`config.mk`:
```
export PLATFORM = sky130hd
export DESIGN_NAME = delta_column_codec
export DESIGN_NICKNAME = d
export VERILOG_FILES = /design/src/rtl/core/dcc_pkg.sv /design/src/rtl/core/dcc_codec_unit.sv /design/src/rtl/core/delta_column_codec.sv
export SDC_FILE = /design/constraint.sdc
export NUM_CORES = 1
export LEC_CHECK = 0
export ABC_AREA = 1
export BUFFER_PORTS_ARGS = -buffer_cell sky130_fd_sc_hd__buf_2
export CORE_AREA = 5 5 389 391
export DETAILED_ROUTE_END_ITERATION = 16
export DIE_AREA = 0 0 394 396
export GPL_TIMING_DRIVEN = 0
export PLACE_DENSITY_LB_ADDON = 0.12
export SYNTH_ARGS = -nofsm -noshare
export SYNTH_HDL_FRONTEND = slang
export SYNTH_SLANG_ARGS = --single-unit
export TNS_END_PERCENT = 20
```
`constraint.sdc`:
```
create_clock -name i_clk -period 9.35 [get_ports i_clk]
set_input_delay 1.4025 -clock i_clk [delete_from_list [all_inputs] [get_ports i_clk]]
set_output_delay 1.4025 -clock i_clk [all_outputs]
set_load 0.05 [all_outputs]
```
`src/rtl/core/dcc_pkg.sv`:
```
// Shared types, codes and format helpers for the delta column codec.
`default_nettype none

package dcc_pkg;

    // Register indexes on the configuration port.
    localparam logic [1:0] REG_DIRECTION = 2'd0;
    localparam logic [1:0] REG_COL_COUNT = 2'd1;
    localparam logic [1:0] REG_COL_FMTS  = 2'd2;

    // Direction codes.
    localparam logic DIR_ENCODE = 1'b0;
    localparam logic DIR_DECODE = 1'b1;

    // Result error codes.
    localparam logic [1:0] ERR_OK       = 2'd0;
    localparam logic [1:0] ERR_OVERFLOW = 2'd1;
    localparam logic [1:0] ERR_RANGE    = 2'd2;

    // Field widths fixed by the stream format.
    localparam int DATA_W     = 64;
    localparam int FMTS_W     = 56;
    localparam int COL_FMT_W  = 7;
    localparam int COUNT_W    = 4;
    localparam int COL_IDX_W  = 3;
    localparam int ERR_W      = 2;
    localparam int CFG_IDX_W  = 2;

    // Size exponent codes.
    localparam logic [1:0] EXP_1B = 2'd0;
    localparam logic [1:0] EXP_2B = 2'd1;
    localparam logic [1:0] EXP_4B = 2'd2;
    localparam logic [1:0] EXP_8B = 2'd3;

    // Per-column format, bit 0 at the bottom.
    typedef struct packed {
        logic       dlt_sgn;
        logic [1:0] dlt_exp;
        logic       dlt_on;
        logic       val_sgn;
        logic [1:0] val_exp;
    } t_col_fmt;

    // Result of one item from the codec unit.
    typedef struct packed {
        logic [DATA_W-1:0]  data;
        logic [COUNT_W-1:0] byte_count;
        logic [ERR_W-1:0]   err;
    } t_codec_res;

    // Mask of the low bytes selected by a size exponent.
    function automatic logic [DATA_W-1:0] low_mask(input logic [1:0] e);
        logic [DATA_W-1:0] m;
        case (e)
            EXP_1B:  m = 64'h0000_0000_0000_00FF;
            EXP_2B:  m = 64'h0000_0000_0000_FFFF;
            EXP_4B:  m = 64'h0000_0000_FFFF_FFFF;
            default: m = 64'hFFFF_FFFF_FFFF_FFFF;
        endcase
        return m;
    endfunction

    // Byte count of a size exponent.
    function automatic logic [COUNT_W-1:0] size_bytes(input logic [1:0] e);
        logic [COUNT_W-1:0] n;
        case (e)
            EXP_1B:  n = 4'd1;
            EXP_2B:  n = 4'd2;
            EXP_4B:  n = 4'd4;
            default: n = 4'd8;
        endcase
        return n;
    endfunction

    // Keep the low bytes and sign- or zero-extend them to the full word.
    function automatic logic [DATA_W-1:0] extend(input logic [DATA_W-1:0] x,
                                                 input logic sgn,
                                                 input logic [1:0] e);
        logic [DATA_W-1:0] m;
        logic              top;
        m = low_mask(e);
        case (e)
            EXP_1B:  top = x[7];
            EXP_2B:  top = x[15];
            EXP_4B:  top = x[31];
            default: top = x[63];
        endcase
        return (sgn && top) ? (x | ~m) : (x & m);
    endfunction

endpackage

`default_nettype wire

```
`src/rtl/core/dcc_codec_unit.sv`:
```
// Combinational encode and decode of one column item against its previous value.
`default_nettype none

module dcc_codec_unit import dcc_pkg::*; (
    input  wire logic              i_decode,
    input  wire t_col_fmt          i_fmt,
    input  wire logic              i_first_row,
    input  wire logic [DATA_W-1:0] i_prev,
    input  wire logic [DATA_W-1:0] i_data,
    output t_codec_res             o_res,
    output logic                   o_prev_we,
    output logic [DATA_W-1:0]      o_prev_data
);

    logic              use_delta;
    logic [1:0]        e;
    logic              sgn;
    logic [DATA_W-1:0] mask;
    logic [DATA_W+1:0] x_ext;
    logic [DATA_W+1:0] p_ext;
    logic [DATA_W+1:0] diff;
    logic [DATA_W-1:0] enc_val;
    logic              enc_ovf;
    logic              enc_fits;
    logic [DATA_W-1:0] dec_d;
    logic [DATA_W+1:0] d_ext;
    logic [DATA_W+1:0] sum;
    logic              dec_ovf;
    logic [DATA_W-1:0] dec_val;

    // Delta coding applies from the second row on.
    assign use_delta = i_fmt.dlt_on && !i_first_row;
    assign e         = use_delta ? i_fmt.dlt_exp : i_fmt.val_exp;
    assign sgn       = use_delta ? i_fmt.dlt_sgn : i_fmt.val_sgn;
    assign mask      = low_mask(e);

    // Previous value widened by two bits in the column's value type.
    assign p_ext = {{2{i_fmt.val_sgn & i_prev[DATA_W-1]}}, i_prev};

    // Encode: exact difference, then checks against the delta and output types.
    assign x_ext   = {{2{i_fmt.val_sgn & i_data[DATA_W-1]}}, i_data};
    assign diff    = x_ext - p_ext;
    assign enc_val = use_delta ? diff[DATA_W-1:0] : i_data;

    always_comb begin
        if (!use_delta) begin
            enc_ovf = 1'b0;
        end else if (i_fmt.dlt_sgn) begin
            enc_ovf = !(diff[DATA_W+1:DATA_W-1] == 3'b000 ||
                        diff[DATA_W+1:DATA_W-1] == 3'b111);
        end else begin
            enc_ovf = (diff[DATA_W+1:DATA_W] != 2'b00);
        end
    end

    assign enc_fits = sgn ? (extend(enc_val, 1'b1, e) == enc_val)
                          : ((enc_val & ~mask) == '0);

    // Decode: extend the bytes, then an exact sum checked against the value type.
    assign dec_d   = extend(i_data, sgn, e);
    assign d_ext   = {{2{i_fmt.dlt_sgn & dec_d[DATA_W-1]}}, dec_d};
    assign sum     = p_ext + d_ext;
    assign dec_val = use_delta ? sum[DATA_W-1:0] : dec_d;

    always_comb begin
        if (!use_delta) begin
            dec_ovf = 1'b0;
        end else if (i_fmt.val_sgn) begin
            dec_ovf = !(sum[DATA_W+1:DATA_W-1] == 3'b000 ||
                        sum[DATA_W+1:DATA_W-1] == 3'b111);
        end else begin
            dec_ovf = (sum[DATA_W+1:DATA_W] != 2'b00);
        end
    end

    // Result selection; a failed item carries zero data.
    always_comb begin
        o_res.byte_count = size_bytes(e);
        if (i_decode == DIR_DECODE) begin
            o_res.err   = dec_ovf ? ERR_OVERFLOW : ERR_OK;
            o_res.data  = dec_ovf ? '0 : dec_val;
            o_prev_we   = i_fmt.dlt_on && !dec_ovf;
            o_prev_data = dec_val;
        end else begin
            if (enc_ovf) begin
                o_res.err = ERR_OVERFLOW;
            end else if (!enc_fits) begin
                o_res.err = ERR_RANGE;
            end else begin
                o_res.err = ERR_OK;
            end
            o_res.data  = (enc_ovf || !enc_fits) ? '0 : (enc_val & mask);
            o_prev_we   = i_fmt.dlt_on;
            o_prev_data = i_data;
        end
    end

endmodule

`default_nettype wire

```
`src/rtl/core/delta_column_codec.sv`:
```
// Top level of the delta column codec: request registers, column state and handshakes.
// Usage:
//   The input stream carries one 64-bit word per column item on s_axis_*. In encode
//   mode the word is the column value; in decode mode it holds the little-endian
//   bytes of the coded item, low-aligned. Items run row by row, column by column.
//   The output stream returns one result per item on m_axis_*: the coded bytes or
//   the decoded value, the byte count and column index in tdata, the row end on
//   tlast and the error code on tuser. A failed item carries zero data.
//   The configuration channel writes direction, column count and column formats;
//   writes are always taken and must be made while no item is in flight.
// Timing:
//   An accepted request lands in the input register; the codec unit computes it and
//   the result register loads it once that register is free or being read.
//   While the receiver keeps up, one item is accepted per cycle; the combinational
//   subtract or add with its overflow and width checks sets that rate, and it also
//   updates the column's previous value, which the next item of any column sees at once.
// Reset and stall:
//   Reset empties both registers, clears the previous values and the column counter,
//   and marks the first row. When the receiver stalls, the result register holds and
//   the input register takes one more request before s_axis_tready drops.
`default_nettype none

module delta_column_codec import dcc_pkg::*; #(
    parameter int MAX_COLUMNS = 8
) (
    input  wire logic                 i_clk,
    input  wire logic                 i_rst_n,
    // Input stream. tdata: data_in[63:0].
    input  wire logic                 s_axis_tvalid,
    output logic                      s_axis_tready,
    input  wire logic [DATA_W-1:0]    s_axis_tdata,
    // Output stream. tdata: data_out[63:0], byte_count[67:64], column_index[70:68],
    // zero pad[71]. tuser: error_code[1:0]. tlast: row_end.
    output logic                      m_axis_tvalid,
    input  wire logic                 m_axis_tready,
    output logic [71:0]               m_axis_tdata,
    output logic [ERR_W-1:0]          m_axis_tuser,
    output logic                      m_axis_tlast,
    // Configuration write channel.
    input  wire logic                 i_cfg_valid,
    output logic                      o_cfg_ready,
    input  wire logic [CFG_IDX_W-1:0] i_cfg_index,
    input  wire logic [FMTS_W-1:0]    i_cfg_data
);

    localparam int COL_W = (MAX_COLUMNS > 1) ? $clog2(MAX_COLUMNS) : 1;

    // Configuration registers.
    logic               r_direction;
    logic [COUNT_W-1:0] r_col_count;
    logic [FMTS_W-1:0]  r_col_fmts;

    // Column state.
    logic [DATA_W-1:0]    r_prev [MAX_COLUMNS];
    logic [COL_IDX_W-1:0] r_cur_col;
    logic [COL_IDX_W-1:0] n_cur_col;
    logic                 r_first_row;

    // Input and result registers.
    logic                 r_in_valid;
    logic [DATA_W-1:0]    r_in_data;
    logic                 r_out_valid;
    t_codec_res           r_out_res;
    logic [COL_IDX_W-1:0] r_out_col;
    logic                 r_out_last;

    logic                 advance;
    logic                 in_take;
    logic [COUNT_W-1:0]   count_eff;
    logic [COUNT_W-1:0]   col_next;
    logic                 row_end;
    t_col_fmt             cur_fmt;
    logic [DATA_W-1:0]    cur_prev;
    t_codec_res           res;
    logic                 prev_we;
    logic [DATA_W-1:0]    prev_data;

    // Handshakes: the input register moves on whenever the result register frees.
    assign advance       = r_in_valid && (!r_out_valid || m_axis_tready);
    assign s_axis_tready = !r_in_valid || advance;
    assign in_take       = s_axis_tvalid && s_axis_tready;
    assign o_cfg_ready   = 1'b1;

    // Configuration writes; unknown indexes are dropped.
    always_ff @(posedge i_clk) begin
        if (!i_rst_n) begin
            r_direction <= DIR_ENCODE;
            r_col_count <= 4'd1;
            r_col_fmts  <= '0;
        end else if (i_cfg_valid) begin
            unique case (i_cfg_index)
                REG_DIRECTION: r_direction <= i_cfg_data[0];
                REG_COL_COUNT: r_col_count <= i_cfg_data[COUNT_W-1:0];
                REG_COL_FMTS:  r_col_fmts  <= i_cfg_data;
                default:       ;
            endcase
        end
    end

    // Column count clamped to the supported range.
    always_comb begin
        if (r_col_count == '0) begin
            count_eff = 4'd1;
        end else if (r_col_count > COUNT_W'(MAX_COLUMNS)) begin
            count_eff = COUNT_W'(MAX_COLUMNS);
        end else begin
            count_eff = r_col_count;
        end
    end

    assign col_next  = {1'b0, r_cur_col} + 4'd1;
    assign row_end   = (col_next >= count_eff);
    assign n_cur_col = row_end ? '0 : col_next[COL_IDX_W-1:0];
    assign cur_fmt   = t_col_fmt'(r_col_fmts[COL_FMT_W*r_cur_col +: COL_FMT_W]);
    assign cur_prev  = r_prev[r_cur_col[COL_W-1:0]];

    dcc_codec_unit u_codec (
        .i_decode    (r_direction),
        .i_fmt       (cur_fmt),
        .i_first_row (r_first_row),
        .i_prev      (cur_prev),
        .i_data      (r_in_data),
        .o_res       (res),
        .o_prev_we   (prev_we),
        .o_prev_data (prev_data)
    );

    // Input register.
    always_ff @(posedge i_clk) begin
        if (!i_rst_n) begin
            r_in_valid <= 1'b0;
        end else if (in_take) begin
            r_in_valid <= 1'b1;
        end else if (advance) begin
            r_in_valid <= 1'b0;
        end
    end

    always_ff @(posedge i_clk) begin
        if (in_take) begin
            r_in_data <= s_axis_tdata;
        end
    end

    // Column counter, first-row flag and previous values advance with each item.
    always_ff @(posedge i_clk) begin
        if (!i_rst_n) begin
            r_cur_col   <= '0;
            r_first_row <= 1'b1;
            for (int i = 0; i < MAX_COLUMNS; i++) begin
                r_prev[i] <= '0;
            end
        end else if (advance) begin
            r_cur_col <= n_cur_col;
            if (row_end) begin
                r_first_row <= 1'b0;
            end
            if (prev_we) begin
                r_prev[r_cur_col[COL_W-1:0]] <= prev_data;
            end
        end
    end

    // Result register.
    always_ff @(posedge i_clk) begin
        if (!i_rst_n) begin
            r_out_valid <= 1'b0;
        end else if (advance) begin
            r_out_valid <= 1'b1;
        end else if (m_axis_tready) begin
            r_out_valid <= 1'b0;
        end
    end

    always_ff @(posedge i_clk) begin
        if (advance) begin
            r_out_res  <= res;
            r_out_col  <= r_cur_col;
            r_out_last <= row_end;
        end
    end

    assign m_axis_tvalid = r_out_valid;
    assign m_axis_tdata  = {1'b0, r_out_col, r_out_res.byte_count, r_out_res.data};
    assign m_axis_tuser  = r_out_res.err;
    assign m_axis_tlast  = r_out_last;

    // A failed item never carries data.
    a_err_zero_data: assert property (@(posedge i_clk) disable iff (!i_rst_n)
        (m_axis_tvalid && m_axis_tuser != ERR_OK) |-> (m_axis_tdata[DATA_W-1:0] == '0))
        else $error("failed item carries nonzero data");

    // The byte count is always one of the four format sizes.
    a_count_pow2: assert property (@(posedge i_clk) disable iff (!i_rst_n)
        m_axis_tvalid |-> $onehot(m_axis_tdata[67:64]))
        else $error("byte count is not a format size");

    // Column indexes stay inside the stored columns.
    a_col_range: assert property (@(posedge i_clk) disable iff (!i_rst_n)
        m_axis_tvalid |-> (32'(m_axis_tdata[70:68]) < MAX_COLUMNS))
        else $error("column index beyond stored columns");

    // Within a row the column counter steps by one per item.
    a_col_step: assert property (@(posedge i_clk) disable iff (!i_rst_n)
        (advance && !row_end) |=> (r_cur_col == $past(r_cur_col) + 3'd1))
        else $error("column counter skipped");

endmodule

`default_nettype wire

```
==> parameters.txt <==
Parameter                              Value

Layout
  Share of final-layout standard cells stronger than drive strength 1    8.938%
  Area growth from synthesis to layout    15.13%
  Post-layout utilization of the core    34.32%
  Final Net Count    6204

CTS
  Sink count of the clock tree    720
  Clock Latency Late Sink    0.72 ns
  TritonCTS clock tree    yes
  CTS buffer count    87
  Clock transition at path regs    0.06 ns
  Number of H-tree branching levels    3
  Buffer depth of the longest clock path    3
  CTS Root Cell    clkbuf_16
  Hold bufs inserted after CTS    0

Synth
  Sequential share of the synthesized area    47.69%
  Register bit total from synthesis    720
  Distinct cells, synth    54
  Most used flip-flop cell after synthesis    edfxtp_1
  Synth Cell Area    43870 um^2
  Yosys Warn Count    0
  Avg Synthesized Cell Area    7.790 um^2
  Synthesized netlist cell count    5631
  Syn Nets    5897
  Share of flip-flops with an asynchronous set or reset after synthesis    0%
  Number of flops mapped to enable cells by yosys    650

Timing
  Number of hold-slack violations in the final timing report    0
  Period utilisation layout    96.14%
  Final Max Tran Viols    3
  Clock skew    0.03848 ns
  Final critical-path required period    8.989 ns
  Maximum operating frequency    111.2 MHz
  Setup_tns    0 ns
  Slew HR    -3.341%
  Slew at the pin closest to its max-slew limit    1.534 ns
  Setup repair after global routing missed its margin    false
  Final Setup Violations    0

Floorplan
  Die width    394 um
  Boundary Pins    205
  Core Rows    141
  Initial core utilization    29.81%
  Overall die height    396 um
  CORE AREA    147100 um^2
  Die Outline Area    156000 um^2

Routing
  Residual antenna-violating net count after detailed routing    0
  Pre-antenna DRT Iters    6
  Detailed-route vias per instance    5.157
  Total Wirelength    205300 um
  Count of unresolved DRC violations after routing    0
  Routed len/inst    25.85 um
  Iteration-0 DRC count of the detailed router    3948
  Via count    40940

Placement
  Number of buffers inserted by port buffering    201
  Gp weighted congestion    0.9820
  Post-detail-place hpwl    160100 um

Global routing
  Via count of the first global-routing pass    39710
  Largest net degree at the start of global routing    60
  Wire length of the first global-routing pass    286500 um
  Overflow after GRT    0
  Antenna violations before repair    2
  Tot GR Track Use    25.43%

Critical path
  Kind of start point of the critical path    register
  Nature of the critical path endpoint    register
  Worst EP required    9.76 ns
  CP Data Arrival Time    9.40 ns
  Critical-path maximum fanout    34
  Crit path kind    register to register

Hold path
  Tightest Hold Check Type    register to register

Flow run
  Max Cap Violations    2

Run status
  Violations in the final reports    max-capacitance violations, max-slew violations
  Outcome    complete, but fails checks

Pwr
  Cell internal power dissipation    6253 uW
  Pwr/cell area    192.5 nW/um^2
  Clock Power Share    34.7%
  Net switching power    3471 uW
  Switch share    35.69%
  Part of the power in registers    38.1%
  Leakage power summed over all cells    0.02168 uW
  Worst supply voltage drop on vdd    0.1164 mV
  Comb power frac    27.2%
==> worst max-delay path: stages (launching register included) <==
cell      delay, ns
dfxtp_1        0.48
clkbuf_1       0.41
inv_1          0.21
clkbuf_1       0.82
buf_1          0.69
nor2_1         0.09
o32ai_1        0.28
inv_1          0.07
o21ai_0        1.05
ha_1           0.34
nand2_1        0.15
nor2_1         0.31
nand2_1        0.09
nor2_1         0.29
and3_1         0.25
nand3_1        0.13
nand4_1        0.18
xor2_1         0.22
nand2b_1       0.14
nand2_1        0.05
nand2_1        0.09
nand3_2        0.35
nand3_1        0.32
buf_2          0.44
buf_2          0.39
nand2_4        0.41
buf_16         0.36
==> cells in the mapped netlist (all sizes together) (6+ instances only) <==
cell / number / area share, %
a21o: 11 / 0.19
clkbuf: 148 / 1.3
or2: 21 / 0.30
nand3b: 9 / 0.15
nor3: 37 / 0.43
buf: 106 / 1.4
o21ai: 485 / 5.8
xor2: 36 / 0.72
nand2: 1152 / 9.9
edfxtp: 650 / 44
a21boi: 8 / 0.14
ha: 137 / 3.9
a21oi: 316 / 3.7
o22ai: 8 / 0.11
o32ai: 127 / 2.5
nand3: 230 / 2.7
o21bai: 16 / 0.27
dfxtp: 70 / 3.2
o21a: 10 / 0.17
xnor2: 18 / 0.36
a211oi: 16 / 0.30
inv: 721 / 6.2
nor4: 6 / 0.086
a31oi: 28 / 0.40
nor2: 1211 / 10
nand4: 29 / 0.41
==> cell type report <==
type	instances	area, um^2
Buffer	253	1152
Clock buffer	120	2446
Tap cell	1930	2415
Clock inverter	39	331.6
Fill cell	15920	96630
Sequential cell	720	20920
Timing Repair Buffer	219	1353
Antenna cell	1	2.502
Multi-Input combinational cell	3935	19170
Inverter	722	2715
==> registers in the layout, summed over array words and instances, names as in the netlist, 2 cells and up, named ones only <==
signal / count
r_prev: 512
m_axis_tdata: 68
r_in_data: 64
r_col_fmts: 56
r_col_count: 4
r_cur_col: 3
r_out_col: 3
m_axis_tuser: 2
==> through the flow <==
stage / hold slack, ns / power [uW] / cells / setup WS (ns) / instance area [um^2]
after floorplan: 0.4029 / 5357 / 5631 / 3.187 / 43870
after global placement: 0.4118 / 6354 / 7762 / -2.936 / 47290
after detailed placement: 0.4197 / 6361 / 7776 / -0.2059 / 47670
after CTS: 0.4338 / 9729 / 7934 / 0.002199 / 50440
after global routing: 0.4478 / 10150 / 7938 / 0.08060 / 50500
final: 0.4340 / 9724 / 7939 / 0.3606 / 50500
==> worst paths after layout <==
| path | start | slack (ns) | end | cells past startpoint |
|---|---|---|---|---|
| setup / recovery | register | 0.36 | r_prev[4][7] | 26 |
| hold / removal | r_cur_col[2] | 0.43 | r_out_col[2] | 0 |
| hold reg to reg | r_cur_col[2] | 0.43 | r_out_col[2] | 0 |
| setup reg to reg | register | 0.36 | r_prev[4][7] | 26 |
==> cells by family after synthesis <==
logic type	Yosys count	synth area share, %
compound gates	1040	13.96
fa+ha+maj	139	3.999
buf+inv	976	8.802
flops	720	47.69
other cells	2	0.01712
simple gates	2700	24.46
xor+xnor	54	1.078
==> power by group through the flow <==
stage | clock network (uW) | logic [uW] | registers, uW
after floorplan | 0 | 1560 | 3790
after global placement | 0 | 2570 | 3790
after detailed placement | 0 | 2590 | 3770
after CTS | 3420 | 2600 | 3710
after global routing | 3560 | 2870 | 3720
final | 3370 | 2650 | 3710
==> routing by layer <==
metal	wire length (um)	global-route usage [%]	vias up	part of all wire, %
li1	-	-	19260	-
met4	11260	12.58	0	5.5
met5	0	0	-	0
met1	87850	33.30	19890	43
met3	12140	3.220	379	5.9
met2	94020	41.63	1413	46
==> cell usage in the layout, fill, tap and decap left out, types with 7 or more instances in the layout <==
cell / netlist / routed
nand3_1: 223 / 223
nand4_1: 29 / 29
buf_1: 21 / 21
clkbuf_16: 0 / 93
nand3_2: 7 / 7
ha_1: 137 / 137
clkbuf_1: 147 / 166
inv_1: 714 / 712
nand2_1: 1142 / 1134
buf_4: 7 / 12
a21oi_1: 302 / 300
buf_16: 0 / 10
o21bai_1: 16 / 16
nor2_1: 1210 / 1210
o32ai_1: 127 / 127
edfxtp_1: 650 / 650
o21a_1: 10 / 10
a21oi_2: 13 / 15
nand2_4: 1 / 9
xor2_1: 36 / 36
xnor2_1: 18 / 18
o21ai_1: 14 / 34
buf_6: 10 / 13
nor3_1: 36 / 35
a21o_1: 11 / 11
nand3b_1: 9 / 9
inv_2: 7 / 7
dfxtp_1: 70 / 70
o21ai_0: 437 / 416
a31oi_1: 28 / 27
buf_2: 67 / 268
nand2_2: 9 / 9
clkinv_1: 1 / 20
a21boi_0: 8 / 8
o22ai_1: 8 / 8
a211oi_1: 14 / 14
clkinv_2: 0 / 7
or2_2: 21 / 21
o21ai_2: 34 / 35
==> repair_timing <==
action / 4_1_cts / 5_1_grt
buffers inserted: 0 / 1
gates resized for setup: 5 / 19
pin swaps: 0 / 1
endpoints found under the setup margin: 225 / 385
No activity file was read; power rests on OpenSTA's default activity.
